$ cat config.mk
export PLATFORM = sky130hd
export DESIGN_NAME = text_record_frame_parser
export DESIGN_NICKNAME = d
export VERILOG_FILES = /design/src/rtl/core/tfp_pkg.sv /design/src/rtl/core/tfp_parser.sv /design/src/rtl/core/tfp_out_stage.sv /design/src/rtl/core/text_record_frame_parser.sv
export SDC_FILE = /design/constraint.sdc
export NUM_CORES = 1
export LEC_CHECK = 0
export BUFFER_PORTS_ARGS = -buffer_cell sky130_fd_sc_hd__buf_2
export CORE_MARGIN = 2
export CORE_UTILIZATION = 30
export CTS_CLUSTER_SIZE = 10
export DETAILED_ROUTE_END_ITERATION = 12
export HOLD_SLACK_MARGIN = 0.15
export SETUP_SLACK_MARGIN = 0.3
export SYNTH_ARGS = -nofsm -noshare
export SYNTH_HDL_FRONTEND = slang
export SYNTH_SLANG_ARGS = --single-unit
$ cat constraint.sdc
create_clock -name i_clk -period 5.5 [get_ports i_clk]
set_clock_uncertainty 0.1 [all_clocks]
set_input_delay 1.1 -clock i_clk [delete_from_list [all_inputs] [get_ports i_clk]]
set_output_delay 1.1 -clock i_clk [all_outputs]
set_load 0.02 [all_outputs]
$ cat src/rtl/core/tfp_pkg.sv
// ----------------------------------------------------------------------------
// tfp_pkg
// Shared types, event codes, character constants and helper functions of the
// text record frame parser.
// ----------------------------------------------------------------------------
package tfp_pkg;

    localparam int NAME_CAPACITY_DEF  = 16;
    localparam int VALUE_CAPACITY_DEF = 32;
    localparam int TAG_LENGTH         = 8;

    localparam logic [3:0] EV_NONE       = 4'd0;
    localparam logic [3:0] EV_NAME_CHAR  = 4'd1;
    localparam logic [3:0] EV_NAME_END   = 4'd2;
    localparam logic [3:0] EV_VALUE_CHAR = 4'd3;
    localparam logic [3:0] EV_KEPT       = 4'd4;
    localparam logic [3:0] EV_DROPPED    = 4'd5;
    localparam logic [3:0] EV_TAG        = 4'd6;
    localparam logic [3:0] EV_GOOD       = 4'd7;
    localparam logic [3:0] EV_BAD        = 4'd8;
    localparam logic [3:0] EV_EMPTY      = 4'd9;
    localparam logic [3:0] EV_HEX        = 4'd10;

    localparam logic [7:0] CH_COLON = 8'h3A;
    localparam logic [7:0] CH_TAB   = 8'h09;
    localparam logic [7:0] CH_LF    = 8'h0A;
    localparam logic [7:0] CH_CR    = 8'h0D;
    localparam logic [7:0] CH_LOW_A = 8'h61;
    localparam logic [7:0] CH_LOW_Z = 8'h7A;
    localparam logic [7:0] CASE_OFS = 8'h20;

    typedef struct packed {
        logic [3:0] event_res;
        logic [7:0] char_out;
        logic [7:0] running_sum;
    } t_result;

    function automatic logic [7:0] upcase(input logic [7:0] c);
        logic [7:0] r;
        r = c;
        if (c >= CH_LOW_A && c <= CH_LOW_Z) begin
            r = c - CASE_OFS;
        end
        return r;
    endfunction

    // Characters of the checksum tag name, CHECKSUM
    function automatic logic [7:0] tag_char(input logic [2:0] idx);
        logic [7:0] r;
        unique case (idx)
            3'd0:    r = 8'h43;
            3'd1:    r = 8'h48;
            3'd2:    r = 8'h45;
            3'd3:    r = 8'h43;
            3'd4:    r = 8'h4B;
            3'd5:    r = 8'h53;
            3'd6:    r = 8'h55;
            default: r = 8'h4D;
        endcase
        return r;
    endfunction

endpackage

$ cat src/rtl/core/tfp_parser.sv
// ----------------------------------------------------------------------------
// tfp_parser
// Frame state machine, byte sum and name/value length tracking. Produces the
// result of one byte combinationally and advances its state on each beat.
// ----------------------------------------------------------------------------
module tfp_parser #(
    parameter int NAME_CAPACITY  = 16,
    parameter int VALUE_CAPACITY = 32
) (
    input  logic             i_clk,
    input  logic             i_rst_n,
    input  logic             i_take,
    input  logic [7:0]       i_rx_byte,
    output tfp_pkg::t_result o_res
);
    import tfp_pkg::*;

    localparam int NL_W = $clog2(NAME_CAPACITY + 1);
    localparam int VL_W = $clog2(VALUE_CAPACITY + 1);
    localparam logic [NL_W-1:0] NAME_CAP  = NL_W'(NAME_CAPACITY);
    localparam logic [VL_W-1:0] VALUE_CAP = VL_W'(VALUE_CAPACITY);
    localparam logic [NL_W-1:0] TAG_LEN   = NL_W'(TAG_LENGTH);

    localparam logic [2:0] ST_IDLE  = 3'd0;
    localparam logic [2:0] ST_BEGIN = 3'd1;
    localparam logic [2:0] ST_NAME  = 3'd2;
    localparam logic [2:0] ST_VALUE = 3'd3;
    localparam logic [2:0] ST_CHECK = 3'd4;
    localparam logic [2:0] ST_HEX   = 3'd5;

    logic [2:0]      r_state, n_state;
    logic [7:0]      r_sum, n_sum;
    logic [NL_W-1:0] r_name_len, n_name_len;
    logic [VL_W-1:0] r_value_len, n_value_len;
    logic            r_tag, n_tag;
    logic            r_any_kept, n_any_kept;

    logic [2:0] eff_state;
    logic [7:0] c;
    logic [7:0] sum_add;
    logic [3:0] ev;
    logic [7:0] ch;

    always_comb begin
        c         = upcase(i_rx_byte);
        sum_add   = r_sum + i_rx_byte;
        // a colon aborts to hex mode except where it is the checksum byte
        eff_state = (i_rx_byte == CH_COLON && r_state != ST_CHECK) ? ST_HEX : r_state;

        n_state     = r_state;
        n_sum       = (eff_state == ST_HEX) ? r_sum : sum_add;
        n_name_len  = r_name_len;
        n_value_len = r_value_len;
        n_tag       = r_tag;
        n_any_kept  = r_any_kept;
        ev          = EV_NONE;
        ch          = 8'd0;

        unique case (eff_state)
            ST_BEGIN: begin
                n_name_len = NL_W'(1);
                n_tag      = (c == tag_char(3'd0));
                n_state    = ST_NAME;
                ev         = EV_NAME_CHAR;
                ch         = c;
            end
            ST_NAME: begin
                if (c == CH_TAB) begin
                    if (r_name_len < NAME_CAP && r_name_len == TAG_LEN && r_tag) begin
                        n_state = ST_CHECK;
                        ev      = EV_TAG;
                    end else begin
                        n_value_len = '0;
                        n_state     = ST_VALUE;
                        ev          = EV_NAME_END;
                    end
                end else if (r_name_len < NAME_CAP) begin
                    n_tag      = r_tag && (r_name_len < TAG_LEN)
                                 && (c == tag_char(r_name_len[2:0]));
                    n_name_len = r_name_len + NL_W'(1);
                    ev         = EV_NAME_CHAR;
                    ch         = c;
                end
            end
            ST_VALUE: begin
                if (c == CH_LF) begin
                    if (r_value_len < VALUE_CAP) begin
                        n_any_kept = 1'b1;
                        ev         = EV_KEPT;
                    end else begin
                        ev = EV_DROPPED;
                    end
                    n_state = ST_BEGIN;
                end else if (c != CH_CR && r_value_len < VALUE_CAP) begin
                    n_value_len = r_value_len + VL_W'(1);
                    ev          = EV_VALUE_CHAR;
                    ch          = c;
                end
            end
            ST_CHECK: begin
                if (sum_add != 8'd0) begin
                    ev = EV_BAD;
                end else if (!r_any_kept) begin
                    ev = EV_EMPTY;
                end else begin
                    ev = EV_GOOD;
                end
                n_sum      = 8'd0;
                n_any_kept = 1'b0;
                n_state    = ST_IDLE;
            end
            ST_HEX: begin
                n_sum   = 8'd0;
                n_state = ST_IDLE;
                ev      = EV_HEX;
            end
            default: begin
                n_state = (c == CH_LF) ? ST_BEGIN : ST_IDLE;
            end
        endcase

        o_res.event_res   = ev;
        o_res.char_out    = ch;
        o_res.running_sum = (eff_state == ST_HEX) ? r_sum : sum_add;
    end

    always_ff @(posedge i_clk) begin
        if (!i_rst_n) begin
            r_state     <= ST_IDLE;
            r_sum       <= 8'd0;
            r_name_len  <= '0;
            r_value_len <= '0;
            r_tag       <= 1'b0;
            r_any_kept  <= 1'b0;
        end else if (i_take) begin
            r_state     <= n_state;
            r_sum       <= n_sum;
            r_name_len  <= n_name_len;
            r_value_len <= n_value_len;
            r_tag       <= n_tag;
            r_any_kept  <= n_any_kept;
        end
    end

    a_hex_clears_sum: assert property (@(posedge i_clk) disable iff (!i_rst_n)
        (i_take && ev == EV_HEX) |=> (r_sum == 8'd0 && r_state == ST_IDLE))
        else $error("hex abort did not clear the sum");

    a_close_clears: assert property (@(posedge i_clk) disable iff (!i_rst_n)
        (i_take && (ev == EV_GOOD || ev == EV_BAD || ev == EV_EMPTY))
        |=> (r_state == ST_IDLE && !r_any_kept && r_sum == 8'd0))
        else $error("frame close did not reset frame state");

    a_kept_marks: assert property (@(posedge i_clk) disable iff (!i_rst_n)
        (i_take && ev == EV_KEPT) |=> (r_any_kept && r_state == ST_BEGIN))
        else $error("kept record not recorded");

    a_char_only_on_char: assert property (@(posedge i_clk) disable iff (!i_rst_n)
        (ch != 8'd0) |-> (ev == EV_NAME_CHAR || ev == EV_VALUE_CHAR))
        else $error("character reported outside a character event");

    a_tag_needs_len: assert property (@(posedge i_clk) disable iff (!i_rst_n)
        (i_take && ev == EV_TAG) |=> (r_state == ST_CHECK && $past(r_name_len) == TAG_LEN))
        else $error("checksum tag taken with wrong name length");

endmodule

$ cat src/rtl/core/tfp_out_stage.sv
// ----------------------------------------------------------------------------
// tfp_out_stage
// Result register with valid/stall handshake. Loads a new beat whenever it is
// empty or its current beat leaves in the same cycle.
// ----------------------------------------------------------------------------
module tfp_out_stage (
    input  logic             i_clk,
    input  logic             i_rst_n,
    input  logic             i_load,
    input  tfp_pkg::t_result i_res,
    output logic             o_full_stall,
    output logic             o_valid,
    input  logic             i_stall,
    output tfp_pkg::t_result o_res
);
    import tfp_pkg::*;

    logic    r_valid;
    t_result r_res;

    // hold upstream only while a beat sits here and the receiver stalls
    assign o_full_stall = r_valid & i_stall;
    assign o_valid      = r_valid;
    assign o_res        = r_res;

    always_ff @(posedge i_clk) begin
        if (!i_rst_n) begin
            r_valid <= 1'b0;
        end else if (i_load) begin
            r_valid <= 1'b1;
        end else if (!i_stall) begin
            r_valid <= 1'b0;
        end
    end

    always_ff @(posedge i_clk) begin
        if (i_load) begin
            r_res <= i_res;
        end
    end

endmodule

$ cat src/rtl/core/text_record_frame_parser.sv
// ----------------------------------------------------------------------------
// text_record_frame_parser
// Text record frame parser: splits NAME<tab>VALUE<lf> records, tracks the
// byte sum and reports one event per received byte.
// ----------------------------------------------------------------------------
// Usage:
//   Input channel: i_valid / o_stall with i_rx_byte, one received byte per
//   beat. Output channel: o_valid / i_stall with o_event_res, o_char_out and
//   o_running_sum, exactly one result beat per input beat, in order.
//   Latency: the result of a byte is presented the cycle after it is taken.
//   Throughput: one byte per clock while o_stall is low; the state update and
//   the result of a byte are formed combinationally from the parser registers.
//   Stall: the result register holds its beat while i_stall is high, and
//   o_stall rises only while that register is full and stalled; when the
//   held beat leaves, a new byte is taken in the same cycle.
//   Reset (i_rst_n low, synchronous): parser returns to idle, byte sum,
//   lengths, tag match and kept-record flag clear, output beat is dropped.
//   NAME_CAPACITY (9..64) and VALUE_CAPACITY (1..64) set the character
//   limits for names and values.
// ----------------------------------------------------------------------------
module text_record_frame_parser #(
    parameter int NAME_CAPACITY  = tfp_pkg::NAME_CAPACITY_DEF,
    parameter int VALUE_CAPACITY = tfp_pkg::VALUE_CAPACITY_DEF
) (
    input  logic       i_clk,
    input  logic       i_rst_n,
    input  logic       i_valid,
    output logic       o_stall,
    input  logic [7:0] i_rx_byte,
    output logic       o_valid,
    input  logic       i_stall,
    output logic [3:0] o_event_res,
    output logic [7:0] o_char_out,
    output logic [7:0] o_running_sum
);
    import tfp_pkg::*;

    logic    w_take;
    logic    w_full_stall;
    t_result w_res;
    t_result w_out;

    assign o_stall = w_full_stall;
    assign w_take  = i_valid & ~w_full_stall;

    tfp_parser #(
        .NAME_CAPACITY  (NAME_CAPACITY),
        .VALUE_CAPACITY (VALUE_CAPACITY)
    ) u_parser (
        .i_clk     (i_clk),
        .i_rst_n   (i_rst_n),
        .i_take    (w_take),
        .i_rx_byte (i_rx_byte),
        .o_res     (w_res)
    );

    tfp_out_stage u_out (
        .i_clk        (i_clk),
        .i_rst_n      (i_rst_n),
        .i_load       (w_take),
        .i_res        (w_res),
        .o_full_stall (w_full_stall),
        .o_valid      (o_valid),
        .i_stall      (i_stall),
        .o_res        (w_out)
    );

    assign o_event_res   = w_out.event_res;
    assign o_char_out    = w_out.char_out;
    assign o_running_sum = w_out.running_sum;

endmodule
=== After elaboration in Yosys (flattened, before gate mapping) ===
Cells that the tools add are included.

* Flip-flop bits (word level): 45
* Input port bits: 12
* Output and inout bits: 22
* Logic and storage cells: 111

* Add/subtract/negate cells: 4
* $lt $le $gt $ge: 5
* Equality and inequality tests: 28
* Mux-type cells: 43
* Bitwise gates (word level): 3
* Reduce and logical (&&, ||, !) cells: 18

{| class="wikitable"
|+ Operator list
! cell !! count
|-
| 8-bit 2-to-1 mux || 10
|-
| 5-bit case mux with 6 select lines || 1
|-
| 6-bit 2-to-1 mux || 4
|-
| 8-bit case mux with 3 select lines || 1
|-
| 4-bit case mux with 5 select lines || 1
|-
| 8-bit by 4-bit equality test with 1-bit output (second input constant) || 2
|-
| 4-bit 2-to-1 mux || 4
|-
| 3-bit equality test (second input constant) || 5
|-
| 3-bit 2-to-1 mux || 5
|-
| 3-bit by 2-bit equality test with 1-bit output (second input constant) || 4
|-
| 2-bit by 1-bit != test with 1-bit output (second input constant) || 6
|-
| 3-bit case mux with 4 select lines || 1
|-
| 6-bit case mux with 2 select lines || 1
|-
| 5-bit 2-to-1 mux || 2
|-
| 5-bit case mux with 2 select lines || 1
|-
| 1-bit 2-to-1 mux || 9
|-
| 8-bit adder || 1
|-
| 8-bit by 6-bit equality test with 1-bit output (second input constant) || 1
|-
| 8-bit by 7-bit equality test with 1-bit output (second input constant) || 1
|-
| 8-bit equality test || 1
|-
| 8-bit by 7-bit greater-or-equal comparator with 1-bit output (second input constant) || 1
|-
| 8-bit by 7-bit <= comparator with 1-bit output (second input constant) || 1
|-
| 8-bit by 4-bit != test with 1-bit output (second input constant) || 1
|-
| 4-bit AND reduction || 2
|-
| other kinds (21) || 35
|}

=== Depth between registers and ports, before layout ===
* Depth in word-level cells: 11
* Gate-level depth with buffers: 9
* Mapped depth without buffers: 8

=== By module ===
From an unflattened synthesis, not the netlist that was laid out.

* Cells, all modules: 306
* Area total of the unflattened synthesis: 2813.9 um^2

{| class="wikitable"
|+ Modules (own cells, without submodules)
! module !! instances !! cells an instance !! area each (um^2) !! seq. area each (um^2)
|-
| tfp_parser || 1 || 282 || 2163.3 || 480.5
|-
| tfp_out_stage || 1 || 23 || 636.9 || 620.6
|-
| text_record_frame_parser || 1 || 1 || 13.8 || 0.0
|}

=== Worst setup path before layout ===
Ideal clock, no wire load.

* Path kind: input to register
* Start: input port i_rx_byte[0]
* End: register u_out.r_res, in the netlist u_out.o_res[19] (data pin)
* Setup time: 0.264 ns
* Arrival: 2.840 ns
* Required time: 5.136 ns
* Path slack: 2.295 ns
* Stages: 6
* Buffers on the path: 0
* Cell sequence: ha_1 fa_1 or4_1 nor4_1 nand4_1 a21boi_0

{| class="wikitable"
|+ RTL lines
! item !! RTL line !! text
|-
| from (decl) || text_record_frame_parser.sv:29 || <nowiki>input logic [7:0] i_rx_byte,</nowiki>
|-
| to (signal assigned) || tfp_out_stage.sv:38 || <nowiki>r_res <= i_res;</nowiki>
|-
| to (decl) || tfp_out_stage.sv:19 || <nowiki>t_result r_res;</nowiki>
|}

==> results.py <==
metrics = {
    "timing": {
        "slew_viol_final": 0,
        "fin_hold_ws_ns": 0.383,
        "finalCritPeriodShare_pct": 61.3,
        "final-hold-violation-count": 0,
        "period_needed_ns": 3.37,
        "fmax_ghz": 0.297,
        "setup-tns-final_ns": 0,
        "rsz0062_at_grt": "no",
        "setup_viol": 0,
        "max_slew_margin_pct": 42.6,
        "final.setup.worst_slack_ns": 2.13,
        "tightestPinTransition_ns": 0.857,
    },
    "cts": {
        "cts-htree-levels": 2,
        "cts-resized-gates": 0,
        "clock-sinks": 45,
        "post_cts_buffers": 0,
        "cts_tree": "done",
        "holdBufCountCts": 0,
        "clockBufferDepth": 2,
        "cts.reportedPaths.clkPinSlew_ns": 0.08,
        "root_buffer": "clkbuf_8",
        "clk_latency_ns": 0.30,
        "numCtsBuffers": 5,
    },
    "synthesis": {
        "synthCells": 301,
        "async_flop_share_pct": 0,
        "ys_ff_latch": 45,
        "ys_types": 63,
        "synthFlopType": "dfxtp_1",
        "syn_nets": 328,
        "ys_warn_count": 0,
        "ys_seq_area_share_pct": 38.9,
        "syn_area_per_cell_um2": 9.41,
        "synth-edff-count": 20,
        "syn_area_mm2": 0.00283,
    },
    "worst_setup_path": {
        "worstPathCellList": "buf_2, ha_1, fa_1, or4_1, nor4_1, nand4_1, a21boi_0",
        "cp_data_arrival_time_ns": 3.30,
        "crit_type": "primary input to flop",
        "critical_path_buf_inv_count": 1,
        "worstPathMaxFanout": 11,
        "slowest_stage": "or4_1",
        "slowest_delay_ns": 0.51,
        "cp-start-kind": "primary input",
        "cp.required_ns": 5.43,
        "end_kind": "flop",
        "cp_top_family": "simple AND/OR/NAND/NOR gates",
    },
    "floorplan": {
        "pin_count": 34,
        "dieArea_mm2": 0.0102,
        "core_area_mm2": 0.00920,
        "die_y_um": 101,
        "die_width_um": 101,
        "initial_core_util_pct": 30.8,
        "fp-row-count": 35,
    },
    "drt": {
        "drt-initial-drc-count": 185,
        "drc": 0,
        "avgViaCountPerCell": 5.38,
        "wire_per_inst_um": 15.3,
        "drt_pass1_iterations": 5,
        "ant_nets": 0,
        "wl_mm": 6.80,
        "num_vias": 2395,
    },
    "layout": {
        "fillers": 965,
        "mostFrequentLayoutCell": "buf_2",
        "postLayoutCellArea_mm2": 0.00320,
        "drive_above_1_share_pct": 18.3,
        "final_nets": 360,
        "layout.cells.non_filler": 445,
        "layout_common_cells": "buf_2 (33), nor2_1 (26), dfxtp_1 (25), edfxtp_1 (20), nand2_1 (17)",
        "insertedDiodeCount": 0,
        "multiInputGateArea_mm2": 0.00164,
        "syn_to_final_growth_pct": 12.8,
        "seqCellArea_mm2": 0.00110,
        "fin_util_pct": 34.7,
    },
    "grt": {
        "grt_pass1_wl_mm": 11.0,
        "grt_pass1_vias": 2223,
        "gr-total-overflow": 0,
        "grt_use_total_pct": 13.5,
        "grt_max_degree": 24,
        "antenna_found_initial": 0,
    },
    "placed_design": {
        "gp_congestion": 0.846,
        "dp_slack_ns": 1.83,
        "port_buffers": 33,
        "dp.cells": 437,
        "place_area_mm2": 0.00311,
        "dp_hpwl_mm": 5.01,
    },
    "outcome": {
        "outcome": "completed",
    },
    "job": {
        "maxCapViolCount": 0,
    },
    "pwr": {
        "cellPowerDensity_mw_per_mm2": 248,
        "power.leakage_nw": 1.25,
        "peakVddDrop_mv": 0.0988,
        "p_total_mw": 0.793,
    },
    "worst_hold_path": {
        "min_path_type": "flop to flop",
    },
}
-- power breakdown --
group,total [mW],internal [mW],switching (mW)
Combinational,0.197,0.0767,0.121
Sequential,0.391,0.378,0.0129
Clock,0.205,0.0897,0.116
Total,0.793,0.544,0.249
-- flip-flops by register name, summed over array words and instances (netlist names) --
| register | count |
|---|---|
| u_parser.r_sum | 8 |
| u_parser.r_any_kept | 1 |
| u_out.o_res | 20 |
| u_parser.r_value_len | 6 |
| u_parser.r_state | 3 |
| u_parser.r_tag | 1 |
| u_out.o_valid | 1 |
| u_parser.r_name_len | 5 |
-- metal layers --
metal | vias up | track usage, % | part of all wire (%)
met5 | - | 0 | 0
met1 | 1116 | 19.1 | 50
met2 | 72 | 21.0 | 43
met3 | 10 | 2.69 | 5.5
met4 | 0 | 3.74 | 1.8
li1 | 1197 | - | -
-- area by class of cell --
type,instances,share of cell area [%]
well taps,111,4.35
flip-flops and latches,45,34.5
clock inverters,2,0.470
inverters,14,1.64
repair buffers,35,5.64
clock buffers,6,2.27
multi-input cells,232,51.2
-- cell families (layout without fill, tap and decap cells) --
| kind of cell | after synthesis | count (layout) | synth area share (%) |
|---|---|---|---|
| AND/OR/NAND/NOR | 125 | 125 | 24.6 |
| AO/OA/AOI/OAI | 75 | 75 | 20.2 |
| flip-flops | 45 | 45 | 38.9 |
| buffers and inverters | 24 | 57 | 3.40 |
| adder cells (fa/ha/maj) | 15 | 15 | 6.89 |
| multiplexers | 9 | 9 | 3.49 |
| XOR/XNOR | 8 | 8 | 2.47 |
-- worst paths after layout --
path | start | endpoint | slack [ns] | cells after the start
min | u_parser.r_tag$_SDFFE_PN0P_ | u_parser.r_tag$_SDFFE_PN0P_ | 0.38 | 2
max reg2reg | u_parser.r_sum[0]$_SDFFE_PN0P_ | u_out.o_res[19]$_DFFE_PP_ | 2.80 | 6
min reg2reg | u_parser.r_tag$_SDFFE_PN0P_ | u_parser.r_tag$_SDFFE_PN0P_ | 0.38 | 2
max | i_rx_byte[0] | u_out.o_res[19]$_DFFE_PP_ | 2.13 | 7
-- worst reg2reg max path: stages (launching register included) --
cell      delay [ns]
dfxtp_1         0.33
ha_1            0.21
fa_1            0.48
or4_1           0.51
nor4_1          0.41
nand4_1         0.22
a21boi_0        0.18
-- cells in the mapped netlist, drive strengths merged (2+ instances only) --
library cell	count	share of area [%]
a21boi	3	0.79
nand4	5	1.1
buf	4	0.71
dfxtp	25	18
nand3b	2	0.53
clkbuf	6	0.84
a2111oi	3	1.6
inv	14	1.9
nor4	7	1.8
a21oi	9	1.6
a221o	3	1.1
xnor2	4	1.2
mux2	7	2.8
nor2b	15	3.3
ha	14	6.2
a41oi	2	0.62
a22o	2	0.62
or4	2	0.53
and2	4	0.88
nor3b	6	1.6
o32ai	2	0.88
a2bb2oi	2	0.62
and4bb	2	0.88
o211a	2	0.71
edfxtp	20	21
nand2	17	2.3
nand2b	6	1.3
nor2	27	3.7
a221oi	2	0.62
a211oi	5	1.5
o21ai	17	3.0
and3	4	0.88
xor2	4	1.2
nor3	8	1.6
a22oi	7	1.9
nand3	14	2.5
a31oi	3	0.66
or3b	2	0.62
mux2i	2	0.71
o21a	4	1.1
(Power assumes the default switching activity.)
